`src/rtl/core/brc_pkg.sv`:
```
// Package with shared types and constants of the block reassembly collector.
package brc_pkg;

    localparam int MAX_BLOCKS_DEF   = 8;
    localparam int MAX_SUBBANDS_DEF = 16;

    localparam logic [1:0] KIND_BLOCK = 2'd0;
    localparam logic [1:0] KIND_END   = 2'd1;
    localparam logic [1:0] KIND_LATE  = 2'd2;
    localparam logic [1:0] KIND_FULL  = 2'd3;

    localparam logic CFG_MAX_IN_FLIGHT = 1'b0;
    localparam logic CFG_SUBBAND_COUNT = 1'b1;

    typedef enum logic [3:0] {
        OP_NONE    = 4'd0,
        OP_LOOKUP  = 4'd1,
        OP_APPLY   = 4'd2,
        OP_SCAN    = 4'd3,
        OP_EMIT    = 4'd4,
        OP_NOTE    = 4'd5
    } dp_op_t;

    typedef struct packed {
        dp_op_t     op;
        logic       emit_limit;
        logic [1:0] note_kind;
    } dp_cmd_t;

    typedef struct packed {
        logic found;
        logic late;
        logic full;
        logic can_drop;
        logic complete;
        logic any_open;
        logic low_le_blk;
    } dp_status_t;

endpackage

```
`src/rtl/core/brc_datapath.sv`:
```
// Datapath of the block reassembly collector: open table, scans and result register.
module brc_datapath #(
    parameter int MAX_BLOCKS   = brc_pkg::MAX_BLOCKS_DEF,
    parameter int MAX_SUBBANDS = brc_pkg::MAX_SUBBANDS_DEF
) (
    input  logic                aclk,
    input  logic                aresetn,
    input  logic                cfg_we,
    input  logic                cfg_idx,
    input  logic [4:0]          cfg_data,
    input  logic                in_load,
    input  logic                in_mode,
    input  logic [31:0]         in_block,
    input  logic [3:0]          in_subband,
    input  brc_pkg::dp_cmd_t    cmd,
    output brc_pkg::dp_status_t status,
    output logic                in_mode_q,
    output logic [1:0]          res_kind,
    output logic [31:0]         res_block,
    output logic [15:0]         res_mask
);
    import brc_pkg::*;

    localparam int IW = (MAX_BLOCKS > 1) ? $clog2(MAX_BLOCKS) : 1;
    localparam int IWS = (MAX_SUBBANDS > 1) ? $clog2(MAX_SUBBANDS) : 1;
    localparam int CW = $clog2(MAX_BLOCKS + 1);
    localparam int RW = $clog2(MAX_SUBBANDS + 1);

    logic [3:0]        mif_reg;
    logic [4:0]        sbc_reg;
    logic              mode_reg;
    logic [31:0]       blk_reg;
    logic [3:0]        sb_reg;

    logic [MAX_BLOCKS-1:0] valid_reg;
    logic [31:0]           eblk_reg [MAX_BLOCKS];
    logic [MAX_SUBBANDS-1:0] emask_reg [MAX_BLOCKS];
    logic [RW-1:0]         erem_reg [MAX_BLOCKS];
    logic                  any_reg;
    logic [31:0]           lastb_reg;

    logic              found_reg;
    logic [IW-1:0]     slot_reg;
    logic              low_ok_reg;
    logic [IW-1:0]     low_reg;

    logic [1:0]        kind_reg;
    logic [31:0]       rblk_reg;
    logic [15:0]       rmask_reg;

    logic          hit;
    logic [IW-1:0] hit_idx;
    logic          free_ok;
    logic [IW-1:0] free_idx;
    logic [CW-1:0] cnt;
    logic          low_ok;
    logic [IW-1:0] low_idx;
    logic [CW-1:0] limit;
    logic [RW-1:0] due;
    logic [IWS-1:0] sb_idx;

    assign sb_idx = IWS'(sb_reg);

    always_comb begin
        hit = 1'b0;
        hit_idx = '0;
        free_ok = 1'b0;
        free_idx = '0;
        cnt = '0;
        low_ok = 1'b0;
        low_idx = '0;
        for (int i = 0; i < MAX_BLOCKS; i++) begin
            if (valid_reg[i] && eblk_reg[i] == blk_reg) begin
                hit = 1'b1;
                hit_idx = IW'(i);
            end
            if (!valid_reg[i] && !free_ok) begin
                free_ok = 1'b1;
                free_idx = IW'(i);
            end
            if (valid_reg[i]) begin
                cnt = cnt + CW'(1);
            end
        end
        // Lowest open block, ties to the lowest slot.
        for (int i = 0; i < MAX_BLOCKS; i++) begin
            if (valid_reg[i] && (!low_ok || eblk_reg[i] < eblk_reg[low_idx])) begin
                low_ok = 1'b1;
                low_idx = IW'(i);
            end
        end
        if (mif_reg == 4'd0 || 32'(mif_reg) > 32'(MAX_BLOCKS)) begin
            limit = CW'(MAX_BLOCKS);
        end else begin
            limit = CW'(mif_reg);
        end
        if (sbc_reg == 5'd0) begin
            due = RW'(1);
        end else if (32'(sbc_reg) > 32'(MAX_SUBBANDS)) begin
            due = RW'(MAX_SUBBANDS);
        end else begin
            due = RW'(sbc_reg);
        end
    end

    assign status.found      = found_reg;
    assign status.late       = any_reg && blk_reg <= lastb_reg;
    assign status.full       = cnt >= limit;
    assign status.can_drop   = mif_reg != 4'd0;
    assign status.complete   = erem_reg[slot_reg] == '0;
    assign status.any_open   = low_ok_reg;
    assign status.low_le_blk = eblk_reg[low_reg] <= blk_reg;

    assign in_mode_q = mode_reg;
    assign res_kind  = kind_reg;
    assign res_block = rblk_reg;
    assign res_mask  = rmask_reg;

    always_ff @(posedge aclk) begin
        if (!aresetn) begin
            mif_reg    <= '0;
            sbc_reg    <= 5'd16;
            valid_reg  <= '0;
            any_reg    <= 1'b0;
            lastb_reg  <= '0;
            found_reg  <= 1'b0;
            low_ok_reg <= 1'b0;
        end else begin
            if (cfg_we) begin
                case (cfg_idx)
                    CFG_MAX_IN_FLIGHT: mif_reg <= cfg_data[3:0];
                    CFG_SUBBAND_COUNT: sbc_reg <= cfg_data;
                    default: ;
                endcase
            end
            case (cmd.op)
                OP_LOOKUP: begin
                    found_reg <= hit;
                    slot_reg  <= hit ? hit_idx : free_idx;
                end
                OP_APPLY: begin
                    if (!found_reg) begin
                        valid_reg[slot_reg] <= 1'b1;
                        eblk_reg[slot_reg]  <= blk_reg;
                    end
                    if (32'(sb_reg) < 32'(MAX_SUBBANDS)) begin
                        if (found_reg) begin
                            if (!emask_reg[slot_reg][sb_idx] &&
                                erem_reg[slot_reg] != '0) begin
                                emask_reg[slot_reg][sb_idx] <= 1'b1;
                                erem_reg[slot_reg] <= erem_reg[slot_reg] - RW'(1);
                            end
                        end else begin
                            emask_reg[slot_reg] <= MAX_SUBBANDS'(1) << sb_reg;
                            erem_reg[slot_reg]  <= due - RW'(1);
                        end
                    end else if (!found_reg) begin
                        emask_reg[slot_reg] <= '0;
                        erem_reg[slot_reg]  <= due;
                    end
                end
                OP_SCAN: begin
                    low_ok_reg <= low_ok;
                    low_reg    <= low_idx;
                end
                OP_EMIT: begin
                    valid_reg[low_reg] <= 1'b0;
                    any_reg   <= 1'b1;
                    lastb_reg <= eblk_reg[low_reg];
                    kind_reg  <= KIND_BLOCK;
                    rblk_reg  <= eblk_reg[low_reg];
                    rmask_reg <= 16'(emask_reg[low_reg]);
                    if (cmd.emit_limit) begin
                        // Eviction frees the slot that the new block will take.
                        slot_reg <= low_reg;
                    end
                end
                OP_NOTE: begin
                    kind_reg  <= cmd.note_kind;
                    rblk_reg  <= '0;
                    rmask_reg <= '0;
                end
                default: ;
            endcase
        end
        if (in_load) begin
            mode_reg <= in_mode;
            blk_reg  <= in_block;
            sb_reg   <= in_subband;
        end
    end

endmodule

```
`src/rtl/core/brc_ctrl.sv`:
```
// Controller state machine of the block reassembly collector.
module brc_ctrl (
    input  logic                aclk,
    input  logic                aresetn,
    input  logic                s_valid,
    output logic                s_ready,
    output logic                in_load,
    input  logic                in_mode_q,
    input  brc_pkg::dp_status_t status,
    output brc_pkg::dp_cmd_t    cmd,
    output logic                m_valid,
    input  logic                m_ready,
    output logic                m_last
);
    import brc_pkg::*;

    typedef enum logic [9:0] {
        S_IDLE   = 10'b0000000001,
        S_LOOKUP = 10'b0000000010,
        S_DECIDE = 10'b0000000100,
        S_EVSCAN = 10'b0000001000,
        S_EVICT  = 10'b0000010000,
        S_APPLY  = 10'b0000100000,
        S_SCAN   = 10'b0001000000,
        S_CHECK  = 10'b0010000000,
        S_OUT    = 10'b0100000000,
        S_NOTE   = 10'b1000000000
    } state_t;

    state_t state_reg, state_next;
    logic   flush_reg, flush_next;
    logic   pend_reg, pend_next;
    logic   mv_reg, mv_next;
    logic   ml_reg, ml_next;
    logic   out_free;

    assign s_ready  = aresetn && state_reg == S_IDLE;
    assign in_load  = s_valid && s_ready;
    assign m_valid  = mv_reg;
    assign m_last   = ml_reg;
    assign out_free = !mv_reg || m_ready;

    // An emitted block waits in the result register until it is known whether another
    // word follows; only then is it presented with its final last flag.
    always_comb begin
        state_next = state_reg;
        flush_next = flush_reg;
        pend_next  = pend_reg;
        mv_next    = mv_reg && !m_ready;
        ml_next    = ml_reg;
        cmd        = '{op: OP_NONE, emit_limit: 1'b0, note_kind: KIND_END};
        case (state_reg)
            S_IDLE: begin
                if (in_load) begin
                    state_next = S_LOOKUP;
                end
            end
            S_LOOKUP: begin
                if (in_mode_q) begin
                    flush_next = 1'b1;
                    cmd.op = OP_SCAN;
                    state_next = S_CHECK;
                end else begin
                    flush_next = 1'b0;
                    cmd.op = OP_LOOKUP;
                    state_next = S_DECIDE;
                end
            end
            S_DECIDE: begin
                if (status.found) begin
                    state_next = S_APPLY;
                end else if (status.late) begin
                    if (status.can_drop) begin
                        state_next = S_IDLE;
                    end else begin
                        state_next = S_NOTE;
                    end
                end else if (status.full) begin
                    if (status.can_drop) begin
                        cmd.op = OP_SCAN;
                        state_next = S_EVSCAN;
                    end else begin
                        state_next = S_NOTE;
                    end
                end else begin
                    state_next = S_APPLY;
                end
            end
            S_NOTE: begin
                if (out_free) begin
                    cmd.op = OP_NOTE;
                    if (flush_reg) begin
                        cmd.note_kind = KIND_END;
                    end else if (status.late) begin
                        cmd.note_kind = KIND_LATE;
                    end else begin
                        cmd.note_kind = KIND_FULL;
                    end
                    mv_next = 1'b1;
                    ml_next = 1'b1;
                    state_next = S_IDLE;
                end
            end
            S_EVSCAN: begin
                state_next = S_EVICT;
            end
            S_EVICT: begin
                if (out_free) begin
                    cmd.op = OP_EMIT;
                    cmd.emit_limit = 1'b1;
                    pend_next = 1'b1;
                    state_next = S_APPLY;
                end
            end
            S_APPLY: begin
                cmd.op = OP_APPLY;
                state_next = S_SCAN;
            end
            S_SCAN: begin
                if (flush_reg || status.complete) begin
                    cmd.op = OP_SCAN;
                    state_next = S_CHECK;
                end else begin
                    if (pend_reg) begin
                        mv_next = 1'b1;
                        ml_next = 1'b1;
                        pend_next = 1'b0;
                    end
                    state_next = S_IDLE;
                end
            end
            S_CHECK: begin
                if (status.any_open && (flush_reg || status.low_le_blk)) begin
                    if (pend_reg) begin
                        mv_next = 1'b1;
                        ml_next = 1'b0;
                        pend_next = 1'b0;
                    end
                    state_next = S_OUT;
                end else if (flush_reg) begin
                    if (pend_reg) begin
                        mv_next = 1'b1;
                        ml_next = 1'b0;
                        pend_next = 1'b0;
                    end
                    state_next = S_NOTE;
                end else begin
                    if (pend_reg) begin
                        mv_next = 1'b1;
                        ml_next = 1'b1;
                        pend_next = 1'b0;
                    end
                    state_next = S_IDLE;
                end
            end
            S_OUT: begin
                if (out_free) begin
                    cmd.op = OP_EMIT;
                    pend_next = 1'b1;
                    state_next = S_SCAN;
                end
            end
            default: state_next = S_IDLE;
        endcase
    end

    always_ff @(posedge aclk) begin
        if (!aresetn) begin
            state_reg <= S_IDLE;
            flush_reg <= 1'b0;
            pend_reg  <= 1'b0;
            mv_reg    <= 1'b0;
            ml_reg    <= 1'b0;
        end else begin
            state_reg <= state_next;
            flush_reg <= flush_next;
            pend_reg  <= pend_next;
            mv_reg    <= mv_next;
            ml_reg    <= ml_next;
        end
    end

endmodule

```
`src/rtl/core/block_reassembly_collector_top.sv`:
```
// Top level of the block reassembly collector.
// Input words on s_* carry a subband arrival (s_mode 0) or a finish request (s_mode 1).
// Result words on m_* carry emitted blocks, the end marker or an error; m_last marks
// the final word caused by one input word. An input that causes no result gives none.
// The user writes configuration through cfg_we, cfg_index and cfg_data only while
// the block idles; the block itself does not enforce this. One input word is handled
// at a time; s_ready is high only while the controller waits. A finish request gives
// the words of all open blocks and then the end marker.
// Each emission is a search for the lowest open block followed by a pop into the
// output register, which is presented once its last flag is known.
// When the receiver stalls, the controller waits before the next emission until the
// output register is free; a held word keeps its payload.
// Reset empties the open table, clears the last emitted index and returns the
// configuration registers to their defaults.
module block_reassembly_collector_top #(
    parameter int MAX_BLOCKS   = brc_pkg::MAX_BLOCKS_DEF,
    parameter int MAX_SUBBANDS = brc_pkg::MAX_SUBBANDS_DEF
) (
    input  logic        aclk,
    input  logic        aresetn,
    input  logic        cfg_we,
    input  logic        cfg_index,
    input  logic [4:0]  cfg_data,
    input  logic        s_valid,
    output logic        s_ready,
    input  logic        s_mode,
    input  logic [31:0] s_block_index,
    input  logic [3:0]  s_subband_index,
    output logic        m_valid,
    input  logic        m_ready,
    output logic [1:0]  m_kind,
    output logic [31:0] m_emitted_block,
    output logic [15:0] m_received_mask,
    output logic        m_last
);
    import brc_pkg::*;

    dp_cmd_t    cmd;
    dp_status_t status;
    logic       in_load;
    logic       in_mode_q;

    brc_ctrl u_ctrl (
        .aclk(aclk), .aresetn(aresetn),
        .s_valid(s_valid), .s_ready(s_ready), .in_load(in_load),
        .in_mode_q(in_mode_q), .status(status), .cmd(cmd),
        .m_valid(m_valid), .m_ready(m_ready), .m_last(m_last)
    );

    brc_datapath #(.MAX_BLOCKS(MAX_BLOCKS), .MAX_SUBBANDS(MAX_SUBBANDS)) u_dp (
        .aclk(aclk), .aresetn(aresetn),
        .cfg_we(cfg_we), .cfg_idx(cfg_index), .cfg_data(cfg_data),
        .in_load(in_load), .in_mode(s_mode), .in_block(s_block_index),
        .in_subband(s_subband_index), .cmd(cmd), .status(status),
        .in_mode_q(in_mode_q), .res_kind(m_kind), .res_block(m_emitted_block),
        .res_mask(m_received_mask)
    );

endmodule
```
`config.mk`:
```
export PLATFORM = sky130hd
export DESIGN_NAME = block_reassembly_collector_top
export DESIGN_NICKNAME = d
export VERILOG_FILES = /design/src/rtl/core/brc_pkg.sv /design/src/rtl/core/brc_datapath.sv /design/src/rtl/core/brc_ctrl.sv /design/src/rtl/core/block_reassembly_collector_top.sv
export SDC_FILE = /design/constraint.sdc
export NUM_CORES = 2
export LEC_CHECK = 0
export BUFFER_PORTS_ARGS = -buffer_cell sky130_fd_sc_hd__buf_2
export CELL_PAD_IN_SITES_DETAIL_PLACEMENT = 2
export CELL_PAD_IN_SITES_GLOBAL_PLACEMENT = 2
export CORE_MARGIN = 2
export CORE_UTILIZATION = 39
export CTS_CLUSTER_DIAMETER = 150
export CTS_CLUSTER_SIZE = 28
export DETAILED_ROUTE_END_ITERATION = 8
export PLACE_DENSITY = 0.86
export SYNTH_ARGS = -nofsm -noshare
export SYNTH_HDL_FRONTEND = slang
export SYNTH_SLANG_ARGS = --single-unit
export TNS_END_PERCENT = 1
```
`constraint.sdc`:
```
create_clock -name aclk -period 21.3 [get_ports aclk]
set_input_delay 1.065 -clock aclk [delete_from_list [all_inputs] [get_ports aclk]]
set_output_delay 1.065 -clock aclk [all_outputs]
set_load 0.02 [all_outputs]
```
==> impl_metrics.env <==
export IMPL_status="finished, violations left"
export IMPL_violations="max-capacitance violations, negative setup slack"
export IMPL_die_h_um=321
export IMPL_max_slew_margin_rel_pct=0.503
export IMPL_ir_drop_mv=0.0700
export IMPL_drt_wl_total_mm=193
export IMPL_cts_clk_slew_worst_paths_ns=0.13
export IMPL_gr_total_overflow=0
export IMPL_via_count=35169
export IMPL_drtIter0Drc=4780
export IMPL_synthTopCellsByArea="edfxtp_1, ha_1, mux4_2"
export IMPL_port_buffers=100
export IMPL_crit_slowest_cell="a2111oi_1"
export IMPL_skew_ns=0.0610
export IMPL_synth_fp_nets=3994
export IMPL_synth_top_area_share_pct=39.6
export IMPL_max_stage_delay_ns=0.52
export IMPL_syn_area_mm2=0.0392
export IMPL_maxCapViolCount=1
export IMPL_ant_nets=0
export IMPL_via_per_inst=6.93
export IMPL_hold_class="reg2reg"
export IMPL_syn_avg_cell_area_um2=10.7
export IMPL_htree_levels=1
export IMPL_tritoncts="built"
export IMPL_largest_reg_flops=256
export IMPL_firstDrtPassIters=6
export IMPL_synth_cell_types=90
export IMPL_ys_async_sr_fraction_pct=0
export IMPL_worst_pin_slew_ns=1.45
export IMPL_period_share_pct=100
export IMPL_hold_violations=0
export IMPL_grtUsageTotal_pct=35.9
export IMPL_synthCells=3650
export IMPL_maxSlewViolCount=0
export IMPL_synth_edf_count=517
export IMPL_cts_buffers=25
export IMPL_ys_warn_count=0
export IMPL_min_period_ns=21.33
export IMPL_ios=101
export IMPL_antenna_found_initial=9
export IMPL_fp_dieW_um=321
export IMPL_layout_setup_ws_ns=-0.0307
export IMPL_worstSetupEndpointType="register"
export IMPL_area_growth_pct=10.6
export IMPL_drive_gt1_share_pct=16.1
export IMPL_power_leakage_nw=16.1
export IMPL_drcViolationCount=0
export IMPL_start_kind="register"
export IMPL_fmax_ghz=0.0469
export IMPL_ys_ff_latch=589
export IMPL_fin_tns_setup_ns=-0.0307
export IMPL_cp_required_ns=21.89
export IMPL_hpwl_mm=138
export IMPL_grt_max_degree=70
export IMPL_yosysMostFrequentCell="edfxtp_1"
export IMPL_yosys_top_cells_count="edfxtp_1, nor2_1, ha_1, nand2_1, a21oi_1"
export IMPL_ys_flop_type="edfxtp_1"
export IMPL_yosys_area_top_type="edfxtp_1"
export IMPL_crit_path_max_fanout=51
export IMPL_insertion_delay_ns=0.70
export IMPL_powerDensity_mw_per_mm2=47.2
export IMPL_critPathKind="reg2reg"
export IMPL_fin_util_pct=43.4
export IMPL_cts_hold_buf=0
export IMPL_cts_root_buffer="clkbuf_16"
export IMPL_design_die_area_mm2=0.103
export IMPL_rows=116
export IMPL_gp_congestion=1.03
export IMPL_grt_pass1_vias=36346
export IMPL_clk_path_buf_depth=3
export IMPL_critPathArrivalTime_ns=21.92
export IMPL_yosysSeqAreaShare_pct=43.3
export IMPL_final_area_mm2=0.0434
export IMPL_core_area_mm2=0.0999
export IMPL_dpl_instance_area_mm2=0.0416
export IMPL_grt_pass1_wl_mm=268
export IMPL_nNetsFinal=4098
export IMPL_clkSinkCount=589
export IMPL_fillers=10206
export IMPL_start_util_pct=39.3
export IMPL_final_setup_viol_count=1
export IMPL_power_mw=2.05
export IMPL_wire_per_inst_um=38.0
==> per-stage QoR <==
stage / instances / setup slack (ns) / hold slack, ns
2_1_floorplan: 3650 / 1.44 / 0.433
3_3_place_gp: 4960 / -0.329 / 0.450
3_5_place_dp: 4960 / -1.35 / 0.474
4_1_cts: 5015 / 0.0612 / 0.497
5_1_grt: 5071 / -0.597 / 0.514
6_report: 5072 / -0.0307 / 0.494
==> path summary, 6_finish.rpt <==
kind | startpoint | end | slack (ns) | cells past startpoint
worst max-delay path | u_dp.eblk_reg[0][31] | register | -0.03 | 99
worst min-delay path | u_dp.lastb_reg[16] | u_dp.lastb_reg[16] | 0.49 | 2
worst min register to register | u_dp.lastb_reg[16] | u_dp.lastb_reg[16] | 0.49 | 2
worst max register to register | u_dp.eblk_reg[0][31] | register | -0.03 | 99
==> report_power, final <==
part / total, mW / internal (mW) / switching [mW]
clock network: 0.644 / 0.227 / 0.417
registers: 1.26 / 1.25 / 0.0100
logic: 0.141 / 0.0441 / 0.0971
total: 2.05 / 1.52 / 0.524
==> cells by family (layout without fill, tap and decap cells) <==
group	Yosys count	count (layout)	synth area share [%]
fa+ha+maj	296	296	9.44
flops	589	589	43.3
mux	308	308	12.5
compound gates	799	799	13.0
buf+inv	338	459	3.29
other cells	0	2	0
xor+xnor	266	266	5.94
simple gates	1054	1055	12.6
==> routing by layer <==
| layer | part of all wire (%) | routed length, µm | GRT usage (%) | vias up |
|---|---|---|---|---|
| li1 | - | - | - | 13890 |
| met1 | 36 | 69600 | 45.0 | 17873 |
| met2 | 44 | 84700 | 54.8 | 2646 |
| met3 | 11 | 21800 | 8.56 | 756 |
| met4 | 8.6 | 16500 | 24.6 | 4 |
| met5 | 0.043 | 83 | 0.426 | - |
==> cells in the final DEF, fill, tap and decap left out, drive strengths merged, types with 118 or more instances in the layout <==
master,instances
buf,280
mux4,138
ha,296
o21ai,118
a21oi,256
inv,132
edfxtp,517
nor2,390
nand2,273
xnor2,201
==> worst max-delay path, delay by kind of cell (launching register included) <==
kind | cells | cell delay [ns]
buffers and inverters | 15 | 2.74
and+or+nand+nor | 31 | 6.22
AOI/OAI and AO/OA | 45 | 9.28
muxes | 1 | 0.33
adders and majority gates | 7 | 2.09
DFF | 1 | 0.45
==> area by class of cell <==
class,instances,area [µm²],share of cell area (%)
timing repair buffer,283,2050,4.72
clock buffer,41,686,1.58
inverter,131,492,1.13
sequential,589,17000,39.1
multi-input combinational,2724,21500,49.6
antenna,2,5.00,0.0115
clock inverter,4,35.0,0.0808
tap,1298,1620,3.74
==> what timing repair did <==
action,CTS,global route
endpoints found under the setup margin,6,6
gates resized for setup,27,60
buffers inserted,8,53
pin swaps,2,22
cloned,2,2
Power figures use the tool's default switching activity.
